--- src/mp2d_pkg.sv ---
`default_nettype none
// ----------------------------------------------------------------------------
// mp2d_pkg
// Shared constants and types of the 2-D max pooling block.
// ----------------------------------------------------------------------------
package mp2d_pkg;

  localparam int MAX_IMAGE  = 256;
  localparam int MAX_WINDOW = 8;
  localparam int MAX_PAD    = 7;
  localparam int ROW_LEN    = MAX_IMAGE + 2 * MAX_PAD;
  localparam int STORE_DEPTH = MAX_WINDOW * ROW_LEN;
  localparam int ADDR_W     = $clog2(STORE_DEPTH);
  localparam int ENTRY_W    = 17;
  localparam int Q_DEPTH    = 4;
  localparam int Q_PTR_W    = $clog2(Q_DEPTH);

  typedef enum logic [1:0] {
    REG_IMAGE_SIZE  = 2'd0,
    REG_WINDOW_SIZE = 2'd1,
    REG_PAD_AMOUNT  = 2'd2,
    REG_STEP_SIZE   = 2'd3
  } reg_idx_t;

  // effective (clamped) configuration
  typedef struct packed {
    logic [8:0] n;
    logic [3:0] k;
    logic [2:0] p;
    logic [3:0] s;
    logic [9:0] side;
  } cfg_t;

  // one classified item handed from front to back
  typedef struct packed {
    logic signed [15:0] sample;
    logic               valid;
    logic [2:0]         wslot;
    logic [8:0]         wcol;
    logic               trig;
    logic               last;
    logic [2:0]         oslot;
    logic [8:0]         ocol;
  } cmd_t;

  function automatic logic [ADDR_W-1:0] store_addr(logic [2:0] slot, logic [8:0] col);
    store_addr = ADDR_W'(slot) * ADDR_W'(ROW_LEN) + ADDR_W'(col);
  endfunction

endpackage
`default_nettype wire

--- src/mp2d_queue.sv ---
`default_nettype none
// ----------------------------------------------------------------------------
// mp2d_queue
// Short FIFO of classified items between front and back.
// ----------------------------------------------------------------------------
module mp2d_queue (
  input  wire logic           clk,
  input  wire logic           rst_n,
  input  wire logic           push,
  input  wire mp2d_pkg::cmd_t din,
  output logic                full,
  input  wire logic           pop,
  output logic                empty,
  output mp2d_pkg::cmd_t      dout
);
  import mp2d_pkg::*;

  cmd_t               q_r [Q_DEPTH];
  logic [Q_PTR_W-1:0] wp_r, rp_r;
  logic [Q_PTR_W:0]   cnt_r;

  assign full  = (cnt_r == (Q_PTR_W+1)'(Q_DEPTH));
  assign empty = (cnt_r == '0);
  assign dout  = q_r[rp_r];

  always_ff @(posedge clk) begin
    if (!rst_n) begin
      wp_r <= '0; rp_r <= '0; cnt_r <= '0;
    end else begin
      if (push) wp_r <= wp_r + 1'b1;
      if (pop)  rp_r <= rp_r + 1'b1;
      cnt_r <= cnt_r + (Q_PTR_W+1)'(push) - (Q_PTR_W+1)'(pop);
    end
  end

  always_ff @(posedge clk) begin
    if (push) q_r[wp_r] <= din;
  end

endmodule
`default_nettype wire

--- config.mk ---
export PLATFORM = sky130hd
export DESIGN_NAME = mp2d_queue
export DESIGN_NICKNAME = d
export VERILOG_FILES = /design/src/mp2d_pkg.sv /design/src/mp2d_queue.sv
export SDC_FILE = /design/constraint.sdc
export NUM_CORES = 1
export LEC_CHECK = 0
export BUFFER_PORTS_ARGS = -buffer_cell sky130_fd_sc_hd__buf_4
export CAP_MARGIN = 20
export CORE_ASPECT_RATIO = 0.8
export CORE_MARGIN = 1.5
export CORE_UTILIZATION = 50
export CTS_BUF_LIST = sky130_fd_sc_hd__clkbuf_16
export DETAILED_ROUTE_END_ITERATION = 8
export GPL_TIMING_DRIVEN = 1
export PLACE_DENSITY = 0.71
export SYNTH_ARGS = -nofsm -noshare
export SYNTH_HDL_FRONTEND = slang
export SYNTH_SLANG_ARGS = --single-unit
--- constraint.sdc ---
create_clock -name clk -period 4.3 [get_ports clk]
set_input_delay 0.215 -clock clk [delete_from_list [all_inputs] [get_ports clk]]
set_output_delay 0.215 -clock clk [all_outputs]
set_load 0.005 [all_outputs]
==> summary.md <==
| Metric | Value |
|---|---|
| Total iterations of the first detailed-routing run | `4` |
| DRC violations left | `0` |
| GR Util met1 | `23.5%` |
| Syn avg cell area | `around 25 um^2` |
| Seq/Total Area, Yosys | `roughly 80%` |
| Max IR drop VDD | `between 0.0003 and 0.0004 V` |
| Hold Violations, Final | `0` |
| Slew headroom | `between 40% and 50%` |
| Min-delay src | `rst_n` |
| Total gr overflow | `0` |
| WL final | `between 10 and 15 mm` |
| Status | `finished, final reports clean` |
| Switching pwr | `799 uW` |
| PortBufs | `91` |
| Global-route wire length before repair | `~18 mm` |
| Height of the chip | `107 um` |
| Synthesis Warnings | `0` |
| Clk root buf | `clkbuf_16` |
| Area added between synthesis and finish | `27.4%` |
| Crit path launch type | `register` |
| Final period util | `55.4%` |
| Leak | `roughly 0.003 uW` |
| CP required | `roughly 4.1 ns` |
| Vias | `about 3200` |
| Horiz. Die Dim | `132 um` |
| DP HPWL | `between 6 and 7 mm` |
| CTS buffer count | `17` |
| Share of cells above drive strength 1 | `between 30% and 40%` |
| Max-slew violation count | `0` |
| Post-Route Setup TNS | `0 ns` |
| Synthesized flop and latch total | `approximately 180` |
| Leading cell types in the layout, fill and taps excluded | `edfxtp_1 (172), buf_4 (96), dlygate4sd3_1 (43)` |
| CTS clk-pin slew, worst paths | `roughly 0.060 ns` |
| I/O Pins | `~90` |
| Final Net Count | `470` |
| Gr busiest metal | `met2` |
| Clk pwr share | `37.4%` |
| Met2 Use GR | `27.9%` |
| Post-DR wirelength/cell | `approximately 19 um` |
| Vias in the first global route | `3360` |
| Most common cell after layout, fill and taps aside | `edfxtp_1` |
| Die area | `~0.014 mm^2` |
| Initial Utilization | `roughly half` |
| Final Skew | `roughly 0.0034 ns` |
| Worst reg2reg startpoint | `wp_r[0]` |
| M3 GR Usage | `5.29%` |
| H-tree depth | `4` |
| ANT nets after route | `0` |
| Setup-failing EPs final | `0` |
| Worst slew pin tran | `approximately 0.87 ns` |
| Crit path DAT | `approximately 2.2 ns` |
| Number of inserted diodes | `0` |
| Cells after DPL | `529` |
| Max Clk Rate | `around 420 MHz` |
| Max_cap viols | `0` |
| Mapped Nets | `322` |
| Crit Path Class | `reg2out` |
| Largest net degree at the start of global routing | `44` |
| R2R Setup Slk | `2.42 ns` |
| Row cnt | `37` |
| Maximum clock path buffer count | `2` |
| Hold crit path type | `in2reg` |
| Initial antenna violation count | `0` |
| Async set-reset flop share out of synthesis | `0%` |
| Post-layout min period | `2.38 ns` |
| Unrepaired setup endpoints after global routing | `no` |
| Post-synth cell types | `21` |
| CTS tree | `done` |
| Core footprint | `around 0.013 mm^2` |
| Pwr dens | `465 mW/mm^2` |
| Int Power | `between 3000 and 4000 uW` |
| Postcts setup bufs | `0` |
| Mapped Area | `0.00670 mm^2` |
| Reg2Reg Depth | `3` |
| Top FF cell, synth | `edfxtp_1` |
| Clock sinks | `between 150 and 200` |
| Via density per instance | `5.27` |
| Hold Crit Depth | `2` |
| Sw frac | `a little over 20%` |
| Seq pwr share | `between 50% and 60%` |
| Fillers | `~870` |
| Crit. End Element | `output pin` |
| Fin cells | `604` |
| Post-synth EDFFs | `roughly 170` |
| CP max FO | `43` |
| Clock latency on the worst-skew pair | `0.42 ns` |
| DR iter-0 viols | `205` |
| Final GP Congestion | `roughly 0.67` |
| Comb pwr share | `roughly a tenth` |
| Synth Instances | `approximately 270` |
| GR Util All Layers | `around 18%` |
routing by layer:
metal,part of all wire (%),routed length [um],vias to the layer above
met5,0,0,-
met4,1.1,127,0
met3,4.8,553,12
met2,50,5720,91
met1,45,5140,1665
li1,-,-,1418
critical path, cell delays in order, from the launching register on:
cell     delay [ns]
dfxtp_4        0.93
mux4_1         0.66
buf_4          0.15
cell families after synthesis:
family	count (synthesis)	synth area share, %
buf+inv	17	2.11
fa+ha+maj	7	1.42
simple gates	14	1.12
compound gates	2	0.224
xor+xnor	3	0.616
flops	181	79.7
mux	44	14.8
repair_timing:
| item | in CTS | in global routing |
|---|---|---|
| endpoints found under the hold margin | 172 | 0 |
| resized for setup | 0 | 0 |
| hold buffers | 43 | 0 |
state kept, by name (all words and copies together), names as in the netlist, named ones only:
name,flops
rp_r,2
cnt_r,3
q_r,172
wp_r,2
final timing paths:
path,endpoint
worst max-delay path,dout[41]
worst min-delay path,cnt_r[0]
worst max register to register,q_r[1][16]
worst min register to register,register
stage by stage:
step | setup slack [ns] | power [uW] | cell area (um^2) | hold WS [ns] | utilization [%]
3_3_place_gp | 2.28 | 2480 | 7540 | 0.414 | 58.1
6_report | 1.92 | 3970 | 8540 | 0.0233 | 65.9
3_5_place_dp | 2.27 | 2500 | 7540 | 0.420 | 58.1
5_1_grt | 1.76 | 4130 | 8540 | 0.0142 | 65.9
4_1_cts | 1.83 | 4010 | 8540 | 0.0119 | 65.9
2_1_floorplan | 2.32 | 2310 | 6700 | 0.314 | -
final cells by class:
type / instances / area [um^2] / share of cell area [%]
Multi-Input combinational cell: 70 / 1220 / 14.3
Clock buffer: 17 / 425 / 4.98
Timing Repair Buffer: 139 / 1150 / 13.5
Inverter: 7 / 26.3 / 0.308
Clock inverter: 15 / 148 / 1.73
Tap cell: 175 / 219 / 2.56
Sequential cell: 181 / 5350 / 62.6
cells in the mapped netlist, types with 2 or more instances:
cell type    n  area share, %
nor2_1       5           0.28
edfxtp_1   172             77
dfxtp_1      9            2.7
mux4_1       3            1.2
buf_12       4            1.2
buf_2        4           0.30
xnor2_1      2           0.26
ha_1         6            1.1
inv_1        7           0.39
mux4_2      40             13
and2_1       6           0.56
power by group through the flow:
stage	sequential [uW]	clock, uW	combinational (uW)
floorplan	2080	0	227
global placement	2110	0	372
detailed placement	2120	0	381
CTS	2080	1510	415
global route	2090	1600	437
finish	2080	1480	408
(Power assumes the default switching activity.)
