--- src/mp2d_pkg.sv ---
`default_nettype none
// ----------------------------------------------------------------------------
// mp2d_pkg
// Shared constants and types of the 2-D max pooling block.
// ----------------------------------------------------------------------------
package mp2d_pkg;

  localparam int MAX_IMAGE  = 256;
  localparam int MAX_WINDOW = 8;
  localparam int MAX_PAD    = 7;
  localparam int ROW_LEN    = MAX_IMAGE + 2 * MAX_PAD;
  localparam int STORE_DEPTH = MAX_WINDOW * ROW_LEN;
  localparam int ADDR_W     = $clog2(STORE_DEPTH);
  localparam int ENTRY_W    = 17;
  localparam int Q_DEPTH    = 4;
  localparam int Q_PTR_W    = $clog2(Q_DEPTH);

  typedef enum logic [1:0] {
    REG_IMAGE_SIZE  = 2'd0,
    REG_WINDOW_SIZE = 2'd1,
    REG_PAD_AMOUNT  = 2'd2,
    REG_STEP_SIZE   = 2'd3
  } reg_idx_t;

  // effective (clamped) configuration
  typedef struct packed {
    logic [8:0] n;
    logic [3:0] k;
    logic [2:0] p;
    logic [3:0] s;
    logic [9:0] side;
  } cfg_t;

  // one classified item handed from front to back
  typedef struct packed {
    logic signed [15:0] sample;
    logic               valid;
    logic [2:0]         wslot;
    logic [8:0]         wcol;
    logic               trig;
    logic               last;
    logic [2:0]         oslot;
    logic [8:0]         ocol;
  } cmd_t;

  function automatic logic [ADDR_W-1:0] store_addr(logic [2:0] slot, logic [8:0] col);
    store_addr = ADDR_W'(slot) * ADDR_W'(ROW_LEN) + ADDR_W'(col);
  endfunction

endpackage
`default_nettype wire

--- src/mp2d_front.sv ---
`default_nettype none
// ----------------------------------------------------------------------------
// mp2d_front
// Frame position counters; tags each item with padding, window and last info.
// ----------------------------------------------------------------------------
module mp2d_front (
  input  wire logic                 clk,
  input  wire logic                 rst_n,
  input  wire mp2d_pkg::cfg_t       cfg,
  input  wire logic                 restart,
  input  wire logic                 accept,
  input  wire logic signed [15:0]   sample,
  output mp2d_pkg::cmd_t            cmd
);
  import mp2d_pkg::*;

  logic [8:0] r_r, r_nxt, c_r, c_nxt;
  logic [3:0] rph_r, rph_nxt, cph_r, cph_nxt;
  logic       c_end, r_end;
  logic [9:0] r10, c10;

  assign r10   = {1'b0, r_r};
  assign c10   = {1'b0, c_r};
  assign c_end = (c10 + 10'd1 == cfg.side);
  assign r_end = (r10 + 10'd1 == cfg.side);

  always_comb begin
    c_nxt   = c_end ? 9'd0 : c_r + 9'd1;
    r_nxt   = r_r;
    rph_nxt = rph_r;
    // phase is (pos+1-k) mod s once the window fits
    if ({1'b0, c_nxt} + 10'd1 <= 10'(cfg.k)) cph_nxt = 4'd0;
    else cph_nxt = (cph_r + 4'd1 == cfg.s) ? 4'd0 : cph_r + 4'd1;
    if (c_end) begin
      r_nxt = r_end ? 9'd0 : r_r + 9'd1;
      if ({1'b0, r_nxt} + 10'd1 <= 10'(cfg.k)) rph_nxt = 4'd0;
      else rph_nxt = (rph_r + 4'd1 == cfg.s) ? 4'd0 : rph_r + 4'd1;
    end
  end

  always_ff @(posedge clk) begin
    if (!rst_n || restart) begin
      r_r <= '0; c_r <= '0; rph_r <= '0; cph_r <= '0;
    end else if (accept) begin
      r_r <= r_nxt; c_r <= c_nxt; rph_r <= rph_nxt; cph_r <= cph_nxt;
    end
  end

  always_comb begin
    cmd.sample = sample;
    cmd.valid  = (r10 >= 10'(cfg.p)) && (r10 < 10'(cfg.p) + 10'(cfg.n)) &&
                 (c10 >= 10'(cfg.p)) && (c10 < 10'(cfg.p) + 10'(cfg.n));
    cmd.wslot  = r_r[2:0];
    cmd.wcol   = c_r;
    cmd.trig   = (r10 + 10'd1 >= 10'(cfg.k)) && (rph_r == 4'd0) &&
                 (c10 + 10'd1 >= 10'(cfg.k)) && (cph_r == 4'd0);
    // no further origin fits once pos + s reaches the side
    cmd.last   = (r10 + 10'(cfg.s) >= cfg.side) && (c10 + 10'(cfg.s) >= cfg.side);
    cmd.oslot  = 3'(r_r + 9'd1 - 9'(cfg.k));
    cmd.ocol   = c_r + 9'd1 - 9'(cfg.k);
  end

endmodule
`default_nettype wire

--- config.mk ---
export PLATFORM = sky130hd
export DESIGN_NAME = mp2d_front
export DESIGN_NICKNAME = d
export VERILOG_FILES = /design/src/mp2d_pkg.sv /design/src/mp2d_front.sv
export SDC_FILE = /design/constraint.sdc
export NUM_CORES = 1
export LEC_CHECK = 0
export ABC_AREA = 1
export BUFFER_PORTS_ARGS = -buffer_cell sky130_fd_sc_hd__buf_2
export CAP_MARGIN = 30
export CORE_MARGIN = 2
export CORE_UTILIZATION = 56
export DETAILED_ROUTE_END_ITERATION = 7
export PLACE_DENSITY = 0.89
export SLEW_MARGIN = 20
export SYNTH_ARGS = -nofsm -noshare
export SYNTH_HDL_FRONTEND = slang
export SYNTH_SLANG_ARGS = --single-unit
--- constraint.sdc ---
create_clock -name clk -period 3.56 [get_ports clk]
set_input_delay 0.356 -clock clk [delete_from_list [all_inputs] [get_ports clk]]
set_output_delay 0.356 -clock clk [all_outputs]
set_load 0.005 [all_outputs]
==> results.toml, run 1 <==
[outcome]
status = "completed"

[floorplanning]
dieArea_um2 = 8890
die_h_um = 94.3
ios = 93
coreArea_um2 = 7810
die_x_um = 94.3
rows = 32
start_util = 0.585

[job]
maxCapViolCount = 0

[power_and_ir_drop]
pwr_density_cell_nw_per_um2 = 173
vdd_drop_max_mv = 0.163
p_leak_uw = 0.00271

[clock_network]
numCtsBuffers = 3
clockBufferDepth = 2
root_buffer = "clkbuf_8"
clock_latency_ns = 0.29
cts_tree = "yes"
cts.htree.levels = 1
post_cts_buffers = 0
clk_pin_slew_ns = 0.11
clock-sinks = 26

[worst_setup_path]
cp.arrival_ns = 3.15
end_kind = "primary output"
critPathLaunchType = "register"
reg2reg_slack_ns = 0.20
cp_max_fo = 10
required_ns = 3.20
r2r_cells = 22
crit_type = "reg -> out"
worstReg2RegStart = "r_r[1]"
worstReg2RegEnd = "rph_r[2]"

[final_layout]
num-nets-final = 883
drive_above_1_share = 0.169
post-route-util = 0.647
area_growth_pct = 10.7
fillerInstances = 696
final_area_um2 = 5050
final_common_cell = "nand2_1"
layout_common_cells = "160 x nand2_1, 104 x inv_1, 75 x ha_1"
diodes = 0

[drt]
route.vias.total = 5036
totalWireLength_mm = 13.7
initialDrtViolationCount = 507
drt_pass1_iterations = 5
wl_per_cell_um = 16.0
via_per_inst = 5.91
drc = 0
ant_nets = 0

[global_routing]
antenna_found_initial = 0
grt_start_max_net_pins = 19
grt_usage = 0.310
grt_pass1_wl_mm = 22.1
grt.overflow.total = 0
grt_pass1_vias = 4786

[logic_synthesis]
synth.avg_cell_area_um2 = 6.53
ys.flop_type = "dfxtp_1"
async_flop_share = 0
syn_inst = 699
synth-seq-cells = 26
synth_edf_count = 0
yosysWarnings = 0
ys_types = 45
synth_nets = 831
synth.yosys.seq_area_share = 0.114
synth_area_um2 = 4560

[hold_path]
min_from = "accept"
whs_endpoint = "c_r[2]"
worst_hold_path.num_cells = 2
hp-class = "in -> reg"

[placed_design]
dp_hpwl_mm = 11.2
routabilityCongestion = 1.09
dpl_cell_area_um2 = 4910
port_buffers = 60

[timing]
tightestPinTransition_ns = 0.627
max_freq_mhz = 286
clock_skew_ns = 0.00357
min_period_ns = 3.50
setup_viol = 0
fin_crit_sh = 0.984
max-slew-margin-rel = 0.576
drv_slew = 0
hold_viol = 0
## kinds of logic after synthesis
logic type / Yosys count / synth area share
DFF: 26 / 0.114
and+or+nand+nor: 298 / 0.296
adders and majority gates: 82 / 0.233
AOI/OAI and AO/OA: 114 / 0.141
buffers and inverters: 137 / 0.135
xor gates and xnor gates: 42 / 0.0806
## critical path, stage by stage (launching register included)
cell and delay, ns:
dfxtp_4 0.41, ha_1 0.37, a21oi_1 0.24, inv_1 0.08, a31oi_2 0.22, nor2_1 0.06, inv_1 0.09, a21oi_2 0.08
xor2_1 0.13, inv_1 0.06, ha_1 0.29, nand2_1 0.09, nor4_2 0.27, nand3_1 0.11, nand4_1 0.11, o21ai_0 0.09
inv_1 0.05, buf_2 0.10
## flip-flops by register name (all words and copies together) (netlist names)
name and flops:
cph_r 4, rph_r 4, r_r 9, c_r 9
## worst max path at each step
stage / cells after the start / to / startpoint
6_report: 17 / cmd[12] / r_r[2]
5_1_grt: 17 / cmd[12] / r_r[2]
4_1_cts: 17 / cmd[12] / r_r[2]
3_5_place_dp: 20 / rph_r[1] / r_r[2]
3_3_place_gp: 20 / rph_r[3] / r_r[2]
2_1_floorplan: 25 / rph_r[0] / r_r[1]
## cell type report
cell class	instances	area [µm²]	share of cell area
repair buffers	78	435	0.0862
inverters	106	398	0.0788
clock buffers	4	55.1	0.0109
multi-input cells	536	3500	0.693
well taps	102	128	0.0253
flip-flops and latches	26	533	0.106
## per-stage QoR
stage	cells	setup TNS, ns	worst slack (ns)	hold WS, ns	power, µW
floorplan	699	0	0.425	0.470	541
global placement	848	0	0.198	0.484	630
detailed placement	848	0	0.102	0.487	649
CTS	852	0	0.00374	0.460	857
global route	852	-0.146	-0.0873	0.480	920
finish	852	0	0.0579	0.461	874
## Yosys cell counts, types with 2 or more instances
cell | instances | area share
xor2_1 | 31 | 0.059
o21ai_0 | 30 | 0.033
nand3_2 | 5 | 0.011
o21ai_1 | 2 | 0.0022
nand4_1 | 12 | 0.016
nor2_1 | 42 | 0.035
a31oi_1 | 4 | 0.0055
xnor2_1 | 11 | 0.021
a211oi_1 | 5 | 0.0082
ha_1 | 77 | 0.21
buf_4 | 23 | 0.038
a21boi_0 | 2 | 0.0033
dfxtp_1 | 26 | 0.11
a21oi_1 | 59 | 0.065
nand2_2 | 7 | 0.0096
nor3_1 | 3 | 0.0033
clkbuf_1 | 4 | 0.0033
nand2_1 | 161 | 0.13
inv_2 | 2 | 0.0016
nor2_4 | 2 | 0.0049
fa_1 | 5 | 0.022
nor2_2 | 5 | 0.0069
nand3b_1 | 4 | 0.0066
o221ai_1 | 2 | 0.0038
inv_1 | 104 | 0.086
nor4_1 | 3 | 0.0041
nand3_1 | 49 | 0.054
buf_6 | 2 | 0.0049
## where the power goes
| part | switching (µW) | internal (µW) | total [µW] |
|---|---|---|---|
| clock network | 118 | 99.8 | 218 |
| registers | 7.05 | 294 | 301 |
| logic | 214 | 141 | 355 |
| total | 340 | 535 | 874 |
## timing repair
item / 4_1_cts / 5_1_grt
hold buffers: 0 / 0
setup endpoints to repair: 0 / 9
resized for setup: 0 / 27
## layer usage
metal  up-vias  part of all wire  global-route usage
met5         -                 0                   0
met2       293              0.46               0.519
met4         0             0.040               0.134
met3        59              0.10              0.0546
li1       2396                 -                   -
met1      2288              0.40               0.390
Note: power is estimated with default switching activity, not from simulation.
==> run 2: changes to the inputs <==
Settings changed: CORE_ASPECT_RATIO set to 0.8.
==> run 2 against run 1 <==
Compared with the run above: first-iteration DRC count fell by 12%; hold slack improved by 0.016 ns; critical path depth fell by 3; worst setup slack improved by 0.13 ns; clock skew barely moved; design area rose by 0.99%; sequential power barely moved; die area barely moved; utilization fell by 0.21 points; wire length rose by 0.66%; combinational power rose by 2%; sequential cell count did not move; largest power group unchanged; highest routed layer unchanged.
==> results.toml, run 2 (synthesized netlist as in run 1, its figures left out) <==
[outcome]
status = "completed"

[worst_setup_path]
cpLargestDelayFamily = "simple AND/OR/NAND/NOR gates"
cp_max_fo = 6
critPathBufInv = 2
cp_slowest_cell = "dfxtp_4"
required_ns = 3.20
end_kind = "primary output"
worstPathCellList = "ha_1 > fa_1 > a21oi_1 > o21ai_0 > nand3_1 > xor2_1 > ha_1 > nand2_1 > nor4_2 > nand3_1 > nand4_1 > o21ai_1 > inv_1 > buf_2"
critPathLaunchType = "register"
cp.arrival_ns = 3.02
crit_type = "reg -> out"
critPathMaxStageDelay_ns = 0.41

[final_layout]
register_area_um2 = 538
drive_above_1_share = 0.171
layout_common_cells = "161 x nand2_1, 104 x inv_1, 75 x ha_1"
area_growth_pct = 11.8
num-nets-final = 886
final_common_cell = "nand2_1"
final_area_um2 = 5100
fillerInstances = 721
reg_top3 = "c_r: 9 flops, r_r: 9 flops"
diodes = 0
multi_input_area_um2 = 3500

[drt]
route.vias.total = 4931
wl_met3_mm = 1.53
met2_length_mm = 6.10
wl_per_cell_um = 16.0
ant_nets = 0
highest_layer = "met4"
drc = 0
initialDrtViolationCount = 444
drt_pass1_iterations = 5
via_per_inst = 5.73
totalWireLength_mm = 13.8
wl_met1_mm = 5.84

[placed_design]
dp_hpwl_mm = 11.3
routabilityCongestion = 0.991
dpl_cell_area_um2 = 4920
port_buffers = 60
pre_cts_slack_ns = 0.151

[timing]
max_freq_mhz = 296
clock_skew_ns = 0.00345
tightestPinTransition_ns = 0.702
max-slew-margin-rel = 0.526
setup_ws_ns = 0.186
setup_viol = 0
drv_slew = 0
min_period_ns = 3.37
hold_slack_ns = 0.477
fin_crit_sh = 0.948
hold_viol = 0

[clock_network]
clock_latency_ns = 0.29
clockBufferDepth = 2
clock-sinks = 26
hold_buffers = 0
cts_tree = "yes"
clk_pin_slew_ns = 0.11
numCtsBuffers = 3
cts.htree.levels = 1
root_buffer = "clkbuf_8"

[floorplanning]
die_x_um = 105
rows = 29
dieArea_um2 = 8890
die_h_um = 84.8
ios = 93
coreArea_um2 = 7910
start_util = 0.577

[hold_path]
hp-class = "in -> reg"

[power_and_ir_drop]
vdd_drop_max_mv = 0.160
pwr_density_cell_nw_per_um2 = 181
p_leak_uw = 0.00274

[global_routing]
antenna_found_initial = 0
grt_usage = 0.302
grt_pass1_wl_mm = 21.8
grt_start_max_net_pins = 19
grt_pass1_vias = 4595
grt.overflow.total = 0

[job]
maxCapViolCount = 0
## run 2: final timing paths
path                 start  endpoint  cells after the start  slack [ns]
hold / removal      accept    c_r[1]                      2        0.48
setup / recovery    r_r[0]   cmd[12]                     14        0.19
hold reg to reg   rph_r[3]  rph_r[3]                      2        0.51
setup reg to reg    r_r[1]  rph_r[1]                     24        0.29
## run 2: routing by layer
metal / up-vias / track usage
met3: 36 / 0.0745
met4: 0 / 0.0764
met1: 2235 / 0.405
met5: - / 0
met2: 262 / 0.489
li1: 2398 / -
## run 2: through the flow
stage / setup TNS, ns / total power [µW] / std cells / util
global route: -0.0179 / 975 / 861 / 0.645
detailed placement: 0 / 648 / 855 / 0.622
global placement: 0 / 632 / 855 / 0.622
finish: 0 / 924 / 861 / 0.645
CTS: 0 / 908 / 859 / 0.631
floorplan: 0 / 541 / 699 / -
## run 2: area by class of cell
cell class              count  share of cell area
clock inverters             1             0.00589
repair buffers             81              0.0905
inverters                 106              0.0780
well taps                 108              0.0265
clock buffers               3             0.00809
multi-input cells         536               0.686
flip-flops and latches     26               0.105
## run 2: where the power goes
part	internal [µW]	switching, µW	leakage [µW]
registers	292	5.53	0.000215
clock network	151	114	0.0000357
logic	145	216	0.00248
## run 2: what timing repair did
action / in CTS / in global routing
setup buffers: 0 / 2
resized for setup: 1 / 29
endpoints found under the setup margin: 1 / 6
pin swaps: 0 / 2
